### src/sv/bced_pkg.sv
// Package: shared types and constants for the bounded complex distance block.
`timescale 1ns / 1ps

package bced_pkg;

   // Field and datapath widths
   localparam int ELEM_W  = 16;
   localparam int DIFF_W  = ELEM_W + 1;
   localparam int SQ_W    = 32;
   localparam int BOUND_W = 24;
   localparam int SUM_W   = 48;
   localparam int DIST_W  = 24;
   localparam int COUNT_W = 32;
   localparam int LEN_W   = 13;

   // Vector length limits and defaults
   localparam int MIN_LEN       = 8;
   localparam int RESET_LEN     = 8;
   localparam int DEF_BATCH_LEN = 120;
   localparam int DEF_MAX_LEN   = 4096;

   // Square root: one result bit per step
   localparam int SQRT_STEPS = DIST_W;
   localparam int REM_W      = DIST_W + 4;

   typedef enum logic [2:0] {
      ST_IDLE,
      ST_MUL,
      ST_ACC,
      ST_DEC,
      ST_SQRT
   } state_type;

   // Controller to datapath
   typedef struct packed {
      logic load_in;
      logic mul;
      logic acc;
      logic step;
      logic early;
      logic complete;
      logic sqrt_start;
      logic load_out;
   } cmd_type;

   // Datapath to controller
   typedef struct packed {
      logic skipping;
      logic last;
      logic batch_full;
      logic over_bound;
      logic sqrt_valid;
   } status_type;

endpackage

### src/sv/bced_sqrt.sv
// Iterative floor square root of the 48-bit sum, one root bit per cycle.
`timescale 1ns / 1ps

module bced_sqrt
   import bced_pkg::*;
(
   input  logic              clock,
   input  logic              reset,
   input  logic              start,
   input  logic [SUM_W-1:0]  radicand,
   output logic              valid,
   output logic [DIST_W-1:0] root
);

   localparam int STEP_W = $clog2(SQRT_STEPS);

   logic [SUM_W-1:0]  val_ff, val_in;
   logic [REM_W-1:0]  rem_ff, rem_in;
   logic [DIST_W-1:0] root_ff, root_in;
   logic [STEP_W-1:0] step_ff, step_in;
   logic              busy_ff, busy_in;
   logic              valid_ff, valid_in;
   logic [REM_W-1:0]  rem_pre;
   logic [REM_W-1:0]  trial;

   // Bring down the next bit pair and form the trial value
   assign rem_pre = {rem_ff[REM_W-3:0], val_ff[SUM_W-1 -: 2]};
   assign trial   = {2'b00, root_ff, 2'b01};

   // Load the radicand on start, else advance one restoring step while busy
   always_comb begin
      val_in   = val_ff;
      rem_in   = rem_ff;
      root_in  = root_ff;
      step_in  = step_ff;
      busy_in  = busy_ff;
      valid_in = valid_ff;
      if (start) begin
         val_in   = radicand;
         rem_in   = '0;
         root_in  = '0;
         step_in  = '0;
         busy_in  = 1'b1;
         valid_in = 1'b0;
      end else if (busy_ff) begin
         val_in  = {val_ff[SUM_W-3:0], 2'b00};
         step_in = step_ff + STEP_W'(1);
         if (rem_pre >= trial) begin
            rem_in  = rem_pre - trial;
            root_in = {root_ff[DIST_W-2:0], 1'b1};
         end else begin
            rem_in  = rem_pre;
            root_in = {root_ff[DIST_W-2:0], 1'b0};
         end
         if (step_ff == STEP_W'(SQRT_STEPS - 1)) begin
            busy_in  = 1'b0;
            valid_in = 1'b1;
         end
      end
   end

   always_ff @(posedge clock) begin
      if (reset) begin
         busy_ff  <= 1'b0;
         valid_ff <= 1'b0;
         step_ff  <= '0;
      end else begin
         busy_ff  <= busy_in;
         valid_ff <= valid_in;
         step_ff  <= step_in;
      end
   end

   always_ff @(posedge clock) begin
      val_ff  <= val_in;
      rem_ff  <= rem_in;
      root_ff <= root_in;
   end

   assign valid = valid_ff;
   assign root  = root_ff;

endmodule

### src/sv/bced_dp.sv
// Datapath: difference squares, running sum, bound check, counters and result register.
`timescale 1ns / 1ps

module bced_dp
   import bced_pkg::*;
#(
   parameter int BATCH_LEN = DEF_BATCH_LEN,
   parameter int MAX_LEN   = DEF_MAX_LEN
) (
   input  logic               clock,
   input  logic               reset,
   input  cmd_type            cmd,
   output status_type         sts,
   input  logic               csr_we,
   input  logic [LEN_W-1:0]   csr_data,
   input  logic [ELEM_W-1:0]  a_re,
   input  logic [ELEM_W-1:0]  a_im,
   input  logic [ELEM_W-1:0]  b_re,
   input  logic [ELEM_W-1:0]  b_im,
   input  logic [BOUND_W-1:0] bound,
   output logic [DIST_W-1:0]  dist_res,
   output logic               early_exit,
   output logic [COUNT_W-1:0] completed_count
);

   localparam int BATCH_W = $clog2(BATCH_LEN);

   logic [LEN_W-1:0]          vlen_ff, vlen_in;
   logic signed [DIFF_W-1:0]  dr_ff, dr_in;
   logic signed [DIFF_W-1:0]  di_ff, di_in;
   logic [BOUND_W-1:0]        bnd_ff, bnd_in;
   logic                      first_ff, first_in;
   logic [SQ_W-1:0]           sqr_ff, sqr_in;
   logic [SQ_W-1:0]           sqi_ff, sqi_in;
   logic [SUM_W-1:0]          bound_sq_ff, bound_sq_in;
   logic [SUM_W-1:0]          sum_ff, sum_in;
   logic [LEN_W-1:0]          elem_index_ff, elem_index_in;
   logic [BATCH_W-1:0]        batch_ff, batch_in;
   logic                      skip_ff, skip_in;
   logic [COUNT_W-1:0]        done_count_ff, done_count_in;
   logic                      res_early_ff, res_early_in;
   logic [DIST_W-1:0]         dist_out_ff, dist_out_in;
   logic                      early_out_ff, early_out_in;
   logic [COUNT_W-1:0]        count_out_ff, count_out_in;

   logic signed [2*DIFF_W-1:0] prod_r;
   logic signed [2*DIFF_W-1:0] prod_i;
   logic [LEN_W-1:0]           len_w;
   logic [LEN_W-1:0]           count_w;
   logic                       first_w;
   logic                       last_w;
   logic                       batch_full_w;
   logic                       sqrt_valid;
   logic [DIST_W-1:0]          sqrt_root;

   // Clamp the programmed length into the legal range
   always_comb begin
      if (vlen_ff < LEN_W'(MIN_LEN)) begin
         len_w = LEN_W'(MIN_LEN);
      end else if (vlen_ff > LEN_W'(MAX_LEN)) begin
         len_w = LEN_W'(MAX_LEN);
      end else begin
         len_w = vlen_ff;
      end
   end

   assign first_w      = (elem_index_ff == '0);
   assign count_w      = elem_index_ff + LEN_W'(1);
   assign last_w       = (count_w >= len_w);
   assign batch_full_w = (batch_ff == BATCH_W'(BATCH_LEN - 1));

   assign prod_r = dr_ff * dr_ff;
   assign prod_i = di_ff * di_ff;

   // Next values of all datapath registers
   always_comb begin
      vlen_in       = vlen_ff;
      dr_in         = dr_ff;
      di_in         = di_ff;
      bnd_in        = bnd_ff;
      first_in      = first_ff;
      sqr_in        = sqr_ff;
      sqi_in        = sqi_ff;
      bound_sq_in   = bound_sq_ff;
      sum_in        = sum_ff;
      elem_index_in = elem_index_ff;
      batch_in      = batch_ff;
      skip_in       = skip_ff;
      done_count_in = done_count_ff;
      res_early_in  = res_early_ff;
      dist_out_in   = dist_out_ff;
      early_out_in  = early_out_ff;
      count_out_in  = count_out_ff;

      if (csr_we) begin
         vlen_in = csr_data;
      end

      // Capture the beat; a new vector drops any pending skip
      if (cmd.load_in) begin
         dr_in    = $signed({a_re[ELEM_W-1], a_re}) - $signed({b_re[ELEM_W-1], b_re});
         di_in    = $signed({a_im[ELEM_W-1], a_im}) - $signed({b_im[ELEM_W-1], b_im});
         bnd_in   = bound;
         first_in = first_w;
         if (first_w) begin
            skip_in = 1'b0;
         end
      end

      // Square the differences and, on a first element, the bound
      if (cmd.mul) begin
         sqr_in = prod_r[SQ_W-1:0];
         sqi_in = prod_i[SQ_W-1:0];
         if (first_ff) begin
            bound_sq_in = SUM_W'(bnd_ff) * SUM_W'(bnd_ff);
         end
      end

      // Accumulate unless the vector is being skipped
      if (cmd.acc && !skip_ff) begin
         sum_in = (first_ff ? '0 : sum_ff) + SUM_W'(sqr_ff) + SUM_W'(sqi_ff);
      end

      // Advance element and batch position
      if (cmd.step) begin
         res_early_in = cmd.early;
         if (last_w) begin
            elem_index_in = '0;
            batch_in      = '0;
            skip_in       = 1'b0;
         end else begin
            elem_index_in = count_w;
            batch_in      = batch_full_w ? '0 : batch_ff + BATCH_W'(1);
            if (cmd.early) begin
               skip_in = 1'b1;
            end
         end
         if (cmd.complete) begin
            done_count_in = done_count_ff + COUNT_W'(1);
         end
      end

      // Load the result register
      if (cmd.load_out) begin
         dist_out_in  = sqrt_root;
         early_out_in = res_early_ff;
         count_out_in = done_count_ff;
      end
   end

   always_ff @(posedge clock) begin
      if (reset) begin
         vlen_ff       <= LEN_W'(RESET_LEN);
         bound_sq_ff   <= '0;
         sum_ff        <= '0;
         elem_index_ff <= '0;
         batch_ff      <= '0;
         skip_ff       <= 1'b0;
         done_count_ff <= '0;
      end else begin
         vlen_ff       <= vlen_in;
         bound_sq_ff   <= bound_sq_in;
         sum_ff        <= sum_in;
         elem_index_ff <= elem_index_in;
         batch_ff      <= batch_in;
         skip_ff       <= skip_in;
         done_count_ff <= done_count_in;
      end
   end

   always_ff @(posedge clock) begin
      dr_ff        <= dr_in;
      di_ff        <= di_in;
      bnd_ff       <= bnd_in;
      first_ff     <= first_in;
      sqr_ff       <= sqr_in;
      sqi_ff       <= sqi_in;
      res_early_ff <= res_early_in;
      dist_out_ff  <= dist_out_in;
      early_out_ff <= early_out_in;
      count_out_ff <= count_out_in;
   end

   bced_sqrt u_sqrt (
      .clock    (clock),
      .reset    (reset),
      .start    (cmd.sqrt_start),
      .radicand (sum_ff),
      .valid    (sqrt_valid),
      .root     (sqrt_root)
   );

   // Report status to the controller
   always_comb begin
      sts.skipping   = skip_ff;
      sts.last       = last_w;
      sts.batch_full = batch_full_w;
      sts.over_bound = (sum_ff > bound_sq_ff);
      sts.sqrt_valid = sqrt_valid;
   end

   assign dist_res        = dist_out_ff;
   assign early_exit      = early_out_ff;
   assign completed_count = count_out_ff;

endmodule

### src/sv/bced_ctrl.sv
// Controller: sequences each beat through multiply, accumulate and decide, and a result beat through root.
`timescale 1ns / 1ps

module bced_ctrl
   import bced_pkg::*;
(
   input  logic       clock,
   input  logic       reset,
   input  logic       req_valid,
   output logic       req_stall,
   output logic       rsp_valid,
   input  logic       rsp_stall,
   input  status_type sts,
   output cmd_type    cmd
);

   state_type state_ff, state_in;
   logic      rsp_valid_ff, rsp_valid_in;
   logic      early_w;
   logic      complete_w;

   // Early exit only on a batch boundary; completion only at vector end
   assign early_w    = !sts.skipping && sts.batch_full && sts.over_bound;
   assign complete_w = !sts.skipping && sts.last && !early_w;

   // Next state and commands
   always_comb begin
      state_in     = state_ff;
      cmd          = '0;
      req_stall    = 1'b1;
      rsp_valid_in = rsp_valid_ff && rsp_stall;
      case (state_ff)
         ST_IDLE: begin
            req_stall = 1'b0;
            if (req_valid) begin
               cmd.load_in = 1'b1;
               state_in    = ST_MUL;
            end
         end
         ST_MUL: begin
            cmd.mul  = 1'b1;
            state_in = ST_ACC;
         end
         ST_ACC: begin
            cmd.acc  = 1'b1;
            state_in = ST_DEC;
         end
         ST_DEC: begin
            cmd.step       = 1'b1;
            cmd.early      = early_w;
            cmd.complete   = complete_w;
            cmd.sqrt_start = early_w || complete_w;
            state_in       = (early_w || complete_w) ? ST_SQRT : ST_IDLE;
         end
         ST_SQRT: begin
            // Hold until the root is ready and the result register is free
            if (sts.sqrt_valid && (!rsp_valid_ff || !rsp_stall)) begin
               cmd.load_out = 1'b1;
               rsp_valid_in = 1'b1;
               state_in     = ST_IDLE;
            end
         end
         default: begin
            state_in = ST_IDLE;
         end
      endcase
   end

   always_ff @(posedge clock) begin
      if (reset) begin
         state_ff     <= ST_IDLE;
         rsp_valid_ff <= 1'b0;
      end else begin
         state_ff     <= state_in;
         rsp_valid_ff <= rsp_valid_in;
      end
   end

   assign rsp_valid = rsp_valid_ff;

endmodule

### src/sv/bounded_complex_euclidean_distance.sv
// Top level: bounded complex Euclidean distance with early abandon.
//
//   port group  direction  handshake             payload
//   req_*       in         req_valid/req_stall   a_re, a_im, b_re, b_im, bound
//   rsp_*       out        rsp_valid/rsp_stall   dist_res, early_exit, completed_count
//   csr_*       in         csr_valid/csr_ready   vector_length
//
// An element beat steps through the controller states capture, square, accumulate
// and decide; a beat that yields a result goes on to the square root and then loads
// the result register. Reset is synchronous and clears all counters and the sum;
// vector_length returns to 8. The result register lets the next beat enter while a
// result is stalled; a new result waits until that register is free.
`timescale 1ns / 1ps

module bounded_complex_euclidean_distance
   import bced_pkg::*;
#(
   parameter int BATCH_LEN = DEF_BATCH_LEN,
   parameter int MAX_LEN   = DEF_MAX_LEN
) (
   input  logic               clock,
   input  logic               reset,
   input  logic               req_valid,
   output logic               req_stall,
   input  logic [ELEM_W-1:0]  req_a_re,
   input  logic [ELEM_W-1:0]  req_a_im,
   input  logic [ELEM_W-1:0]  req_b_re,
   input  logic [ELEM_W-1:0]  req_b_im,
   input  logic [BOUND_W-1:0] req_bound,
   output logic               rsp_valid,
   input  logic               rsp_stall,
   output logic [DIST_W-1:0]  rsp_dist_res,
   output logic               rsp_early_exit,
   output logic [COUNT_W-1:0] rsp_completed_count,
   input  logic               csr_valid,
   output logic               csr_ready,
   input  logic [LEN_W-1:0]   csr_vector_length
);

   cmd_type    cmd;
   status_type sts;

   // Configuration writes are always taken
   assign csr_ready = 1'b1;

   bced_ctrl u_ctrl (
      .clock     (clock),
      .reset     (reset),
      .req_valid (req_valid),
      .req_stall (req_stall),
      .rsp_valid (rsp_valid),
      .rsp_stall (rsp_stall),
      .sts       (sts),
      .cmd       (cmd)
   );

   bced_dp #(
      .BATCH_LEN (BATCH_LEN),
      .MAX_LEN   (MAX_LEN)
   ) u_dp (
      .clock           (clock),
      .reset           (reset),
      .cmd             (cmd),
      .sts             (sts),
      .csr_we          (csr_valid && csr_ready),
      .csr_data        (csr_vector_length),
      .a_re            (req_a_re),
      .a_im            (req_a_im),
      .b_re            (req_b_re),
      .b_im            (req_b_im),
      .bound           (req_bound),
      .dist_res        (rsp_dist_res),
      .early_exit      (rsp_early_exit),
      .completed_count (rsp_completed_count)
   );

   // One beat at a time: an accepted beat closes the input until it is done
   a_one_beat: assert property (@(posedge clock) disable iff (reset)
      (req_valid && !req_stall) |=> req_stall)
      else $error("input beat accepted while another was in flight");

   // The result register is loaded only from a finished root
   a_root_ready: assert property (@(posedge clock) disable iff (reset)
      cmd.load_out |-> sts.sqrt_valid)
      else $error("result loaded before square root finished");

   // A skipped vector never starts a root
   a_no_skip_result: assert property (@(posedge clock) disable iff (reset)
      cmd.sqrt_start |-> !sts.skipping)
      else $error("result started for a skipped vector");

   // A new result never overwrites one still stalled
   a_no_overwrite: assert property (@(posedge clock) disable iff (reset)
      cmd.load_out |-> (!rsp_valid || !rsp_stall))
      else $error("result register overwritten while stalled");

endmodule

### config.mk
export PLATFORM = sky130hd
export DESIGN_NAME = bounded_complex_euclidean_distance
export DESIGN_NICKNAME = d
export VERILOG_FILES = /design/src/sv/bced_pkg.sv /design/src/sv/bced_sqrt.sv /design/src/sv/bced_dp.sv /design/src/sv/bced_ctrl.sv /design/src/sv/bounded_complex_euclidean_distance.sv
export SDC_FILE = /design/constraint.sdc
export NUM_CORES = 2
export LEC_CHECK = 0
export BUFFER_PORTS_ARGS = -buffer_cell sky130_fd_sc_hd__buf_2
export CAP_MARGIN = 20
export CELL_PAD_IN_SITES_DETAIL_PLACEMENT = 0
export CELL_PAD_IN_SITES_GLOBAL_PLACEMENT = 1
export CORE_MARGIN = 4
export CORE_UTILIZATION = 55
export DETAILED_ROUTE_END_ITERATION = 6
export PLACE_DENSITY_LB_ADDON = 0.1
export SLEW_MARGIN = 10
export SYNTH_ARGS = -nofsm -noshare
export SYNTH_HDL_FRONTEND = slang
export SYNTH_SLANG_ARGS = --single-unit
### constraint.sdc
create_clock -name clock -period 14.15 [get_ports clock]
set_clock_uncertainty 0.15 [all_clocks]
set_input_delay 2.83 -clock clock [delete_from_list [all_inputs] [get_ports clock]]
set_output_delay 2.83 -clock clock [all_outputs]
set_load 0.05 [all_outputs]
Word-level counts from Yosys, hierarchy flattened

Index checks and enable logic that the tools add are counted.

Register bits after elaboration: 452
Bits in latches: 0
RAM bits: 0
Bits in read-only memories: 0
Input bits: 106
Output and inout bits: 60
Word-level logic and storage cells: 103
Memories: 0

Add/sub/neg operators: 9
$mul: 3
Divide/modulo/power cells: 0
Magnitude comparators: 5
Equal/unequal tests: 8
Shift-type cells: 0
Multiplexer cells: 32
Bitwise gates (word level): 0
Reduce and logical (&&, ||, !) cells: 21

Operator list:

| operator                | number |
|---|---|
| $mux W48                | 3 |
| $add A48 B32 Y48        | 2 |
| $mul A17 B17 Y32        | 2 |
| $gt A48 B48 Y1          | 1 |
| $mul A24 B24 Y48        | 1 |
| $mux W13                | 3 |
| $sub A16 B16 Y17        | 2 |
| $add A32 B1 Y32 const B | 1 |
| $ge A28 B26 Y1          | 1 |
| $mux W26                | 1 |
| $sub A26 B26 Y26        | 1 |
| $mux W1                 | 18 |
| $pmux W3 S5             | 1 |
| $mux W7                 | 2 |
| $add A13 B1 Y13 const B | 1 |
| $ge A13 B13 Y1          | 1 |
| $gt A13 B13 Y1 const B  | 1 |
| $logic_not A13 Y1       | 1 |
| $lt A13 B4 Y1 const B   | 1 |
| $mux W3                 | 3 |
| $reduce_and A2 Y1       | 4 |
| $add A7 B1 Y7 const B   | 1 |
| $eq A7 B7 Y1 const B    | 1 |
| $logic_and A1 B1 Y1     | 7 |
| other kinds (13)        | 18 |

Longest topological paths before layout

Word-level depth: 11
Gate-level depth with buffers: 28
Mapped depth without buffers: 27

Cells and area by module

From an unflattened synthesis, not the netlist that was laid out.

Cells, all modules: 6065
Area total of the unflattened synthesis: 58247.1 µm²

Modules (own cells, without submodules):

| module                             | instances | cells an instance | area each (µm²) |
|---|---|---|---|
| bced_dp                            | 1         | 5484              | 52240.1 |
| bced_sqrt                          | 1         | 552               | 5758.0 |
| bced_ctrl                          | 1         | 27                | 237.7 |
| bounded_complex_euclidean_distance | 1         | 2                 | 11.3 |

Least setup slack after synthesis

Ideal clock, no wire load.

Path kind: flip-flop to flip-flop
Start: reg u_dp.bnd_ff[17]
End: reg u_dp.bound_sq_ff[47]
Arrival: 7.077 ns
Required time: 13.926 ns
Path slack: 6.848 ns
Cell stages (with the launch flop): 27
Buffers on the path: 2
Clock period less this slack: 7.302 ns
Cells stage by stage: edfxtp_1 > clkbuf_1 > clkbuf_1 > nand2_1 > fa_1 > inv_1 > fa_1 > inv_1 > fa_1 > fa_1 > inv_1 > fa_1 > fa_1 > inv_1 > fa_1 > inv_1 > ha_1 > and3_1 > and2_1 > nand2_1 > o41a_1 > a21o_1 > o21ai_2 > a211o_1 > a211oi_2 > or3_1 > a31oi_1

Longest elaborated chain between the ends: 1

Ends and longest elaborated chain:

| element                | line           | RTL |
|---|---|---|
| start, declared        | bced_dp.sv:31  | `logic [BOUND_W-1:0] bnd_ff, bnd_in;` |
| start signal, assigned | bced_dp.sv:174 | `bnd_ff <= bnd_in;` |
| $mul A24 B24 Y48       | bced_dp.sv:115 | `bound_sq_in = SUM_W'(bnd_ff) * SUM_W'(bnd_ff);` |
| end signal, assigned   | bced_dp.sv:162 | `bound_sq_ff <= bound_sq_in;` |
| end, declared          | bced_dp.sv:35  | `logic [SUM_W-1:0] bound_sq_ff, bound_sq_in;` |

Every way passes these cells.
A chain may end at the register's enable or synchronous reset.

Worst setup path in the final report

Start: reg u_dp.bnd_ff[5]
End: reg u_dp.bound_sq_ff[45]

The elaborated chain is that of the path after synthesis.

==> results.cfg <==
[cts]
cts.clk_slew.worst_paths_ns = 0.06
htreeDepth = 2
cts_buffers = 53
cts.sinks = 449
clk_path_buf_depth = 3
clkLatencyLatePin_ns = 0.65
holdBufCountCts = 0
cts_resized = 0
cts_setup_buffers = 0
tritoncts = yes
root_buffer = clkbuf_16

[routing]
via_per_inst = 5.318
ant_nets = 0
vias = 40150
wirelength_mm = 130.4
remaining_drc_errors = 0
wire_per_inst_um = 17.27
drt_pass1_iterations = 5
drtIter0Drc = 1850

[sta]
tns_ns = 0
drv_slew = 0
fmax_ghz = 0.1226
fin_crit_sh = 0.5765
hold_viol_final = 0
setup_viol = 0
max-slew-margin-rel = 0.2218
rsz0062_at_grt = no
fin_crit_ns = 8.157
tightestPinTransition_ns = 1.167

[final_layout]
area_growth_pct = 6.691
multiInputGateArea_um2 = 40980
finalNonFillerCells = 7550
fin_nets = 7700
drive_gt1_frac = 0.06078
regArea_um2 = 11260
nFillCells = 9308
insertedDiodeCount = 0

[synthesis]
ys_seq_area_frac = 0.1939
ys_warn_count = 0
synthCells = 6058
synth_edf_count = 227
synthesis.area_um2 = 58060
avgSynthCellArea_um2 = 9.585
synth_cell_types = 85
synthArstFlopShare = 0
synthFlopType = edfxtp_1
ys_ff_latch = 449

[setup_path]
crit_chain = nand2_1, fa_1, inv_1, fa_1, fa_1, inv_1, fa_1, inv_1, fa_1, fa_1, inv_1, fa_1, inv_1, ha_1, and3_1, and2_1, nand2_1, o41a_1, a21o_1, o21ai_2, a31oi_1, o31ai_1, nor3_1, o31ai_1
critPathKind = register to register
cp-start-kind = register
crit_top_cell = fa_1
cp_slowest_stage_delay_ns = 1.12
critPathArrivalTime_ns = 8.54
critPathSlowestCell = edfxtp_1
end_kind = register
required_ns = 14.53
crit_fanout = 25

[floorplan]
core_area_um2 = 104200
rows = 118
die_width_um = 332.9
die_height_um = 332.9
die-area_um2 = 110800
start_util = 0.5570
io-pin-count = 166

[flow_run]
drv_cap = 0

[global_route]
grt_pass1_wl_mm = 217.9
grt_max_degree = 88
track_usage = 0.2411
grt.overflow.total = 0
grt_pass1_vias = 42620
antenna_found_initial = 1

[placed_design]
portBuffers = 164
hpwl_mm = 103.2
dp_cells = 7449
gp_congestion = 0.8729

[min_path]
hold_class = register to register

[outcome]
status = complete, no violations
worst max-delay path, delay by kind of cell, from the launching register on:
kind	cells	cell delay [ns]
flops	1	1.12
compound gates	6	1.72
simple gates	5	0.85
fa+ha+maj	8	3.95
buf+inv	5	0.26
synthesized netlist by cell type (66+ instances only):
| cell type | count | share of area |
|---|---|---|
| nand2_1 | 541 | 0.035 |
| fa_1 | 973 | 0.34 |
| a21o_1 | 104 | 0.013 |
| ha_1 | 495 | 0.11 |
| xnor2_1 | 143 | 0.022 |
| nor2b_1 | 70 | 0.0075 |
| inv_1 | 1367 | 0.088 |
| o21ai_0 | 137 | 0.012 |
| a21oi_1 | 259 | 0.022 |
| and2_1 | 255 | 0.027 |
| nand3_1 | 73 | 0.0063 |
| edfxtp_1 | 227 | 0.12 |
| dfxtp_1 | 222 | 0.077 |
| xor2_1 | 66 | 0.010 |
| nor2_1 | 264 | 0.017 |
| clkbuf_1 | 157 | 0.010 |
metal layers:
metal  GRT usage  wire length, um
met5           0                0
met1      0.3290            57090
met3     0.02428             4819
met4     0.06153             3517
met2      0.4157            64940
sequential cells by signal, indices dropped and copies added, names as in the netlist, 3 cells and up:
name,flops
u_dp.bnd_ff,24
u_ctrl.state_ff,3
u_dp.u_sqrt.rem_ff,26
u_dp.sum_ff,48
u_dp.u_sqrt.step_ff,5
u_dp.di_ff,17
u_dp.dr_ff,17
u_dp.bound_sq_ff,47
u_dp.elem_index_ff,13
u_dp.dist_res,24
u_dp.vlen_ff,13
u_dp.batch_ff,7
u_dp.sqi_ff,31
u_dp.u_sqrt.val_ff,48
u_dp.u_sqrt.root,24
u_dp.completed_count,32
u_dp.sqr_ff,31
u_dp.done_count_ff,32
worst paths after layout:
| path | from | to | slack [ns] | depth (start not counted) |
|---|---|---|---|---|
| hold reg to reg | u_dp.res_early_ff$_DFFE_PP_ | u_dp.early_exit$_DFFE_PP_ | 0.27 | 0 |
| hold / removal | u_dp.res_early_ff$_DFFE_PP_ | u_dp.early_exit$_DFFE_PP_ | 0.27 | 0 |
| setup / recovery | u_dp.bnd_ff[5]$_DFFE_PP_ | u_dp.bound_sq_ff[45]$_SDFFE_PP0P_ | 5.99 | 24 |
| setup reg to reg | u_dp.bnd_ff[5]$_DFFE_PP_ | u_dp.bound_sq_ff[45]$_SDFFE_PP0P_ | 5.99 | 24 |
area by class of cell:
cell class / instances / share of cell area
clock inverters: 24 / 0.004363
repair buffers: 194 / 0.01751
inverters: 1369 / 0.08295
multi-input cells: 4059 / 0.6616
well taps: 1380 / 0.02787
clock buffers: 75 / 0.02391
flip-flops and latches: 449 / 0.1818
through the flow:
| stage | hold WS [ns] | setup WS, ns | cell area (um2) | util |
|---|---|---|---|---|
| CTS | 0.2686 | 5.979 | 61900 | 0.5939 |
| detailed placement | 0.2545 | 6.041 | 60150 | 0.5771 |
| global placement | 0.2695 | 6.149 | 60150 | 0.5771 |
| finish | 0.2689 | 5.993 | 61950 | 0.5943 |
| global route | 0.2749 | 5.540 | 61950 | 0.5943 |
| floorplan | 0.2503 | 6.848 | 58070 | - |
kinds of logic (layout without fill, tap and decap cells):
logic type / Yosys count / count (layout) / synth area share
AND/OR/NAND/NOR: 1490 / 1490 / 0.1250
multiplexers: 120 / 120 / 0.02192
buffers and inverters: 1551 / 1662 / 0.1008
other: 2 / 3 / 0.0001293
flip-flops: 449 / 449 / 0.1939
adder cells (fa/ha/maj): 1468 / 1468 / 0.4421
XOR/XNOR: 209 / 209 / 0.03153
AO/OA/AOI/OAI: 769 / 769 / 0.08456
cell usage in the layout, fill, tap and decap left out, types with 45 or more instances in the layout:
cell	count
xor2_1	66
ha_1	495
clkbuf_16	55
edfxtp_1	227
buf_2	163
nand3_1	73
a21oi_1	259
nor2_1	263
and2_1	254
fa_1	973
dfxtp_1	221
nor2b_1	70
mux2i_1	63
nand2_1	540
xnor2_1	143
a21o_1	104
mux2_2	57
inv_1	1367
nor3_1	60
nand2b_1	45
o21ai_0	137
Power is not shown: default switching activity piles up to over one toggle a cycle in this logic, so the estimate is an artifact.
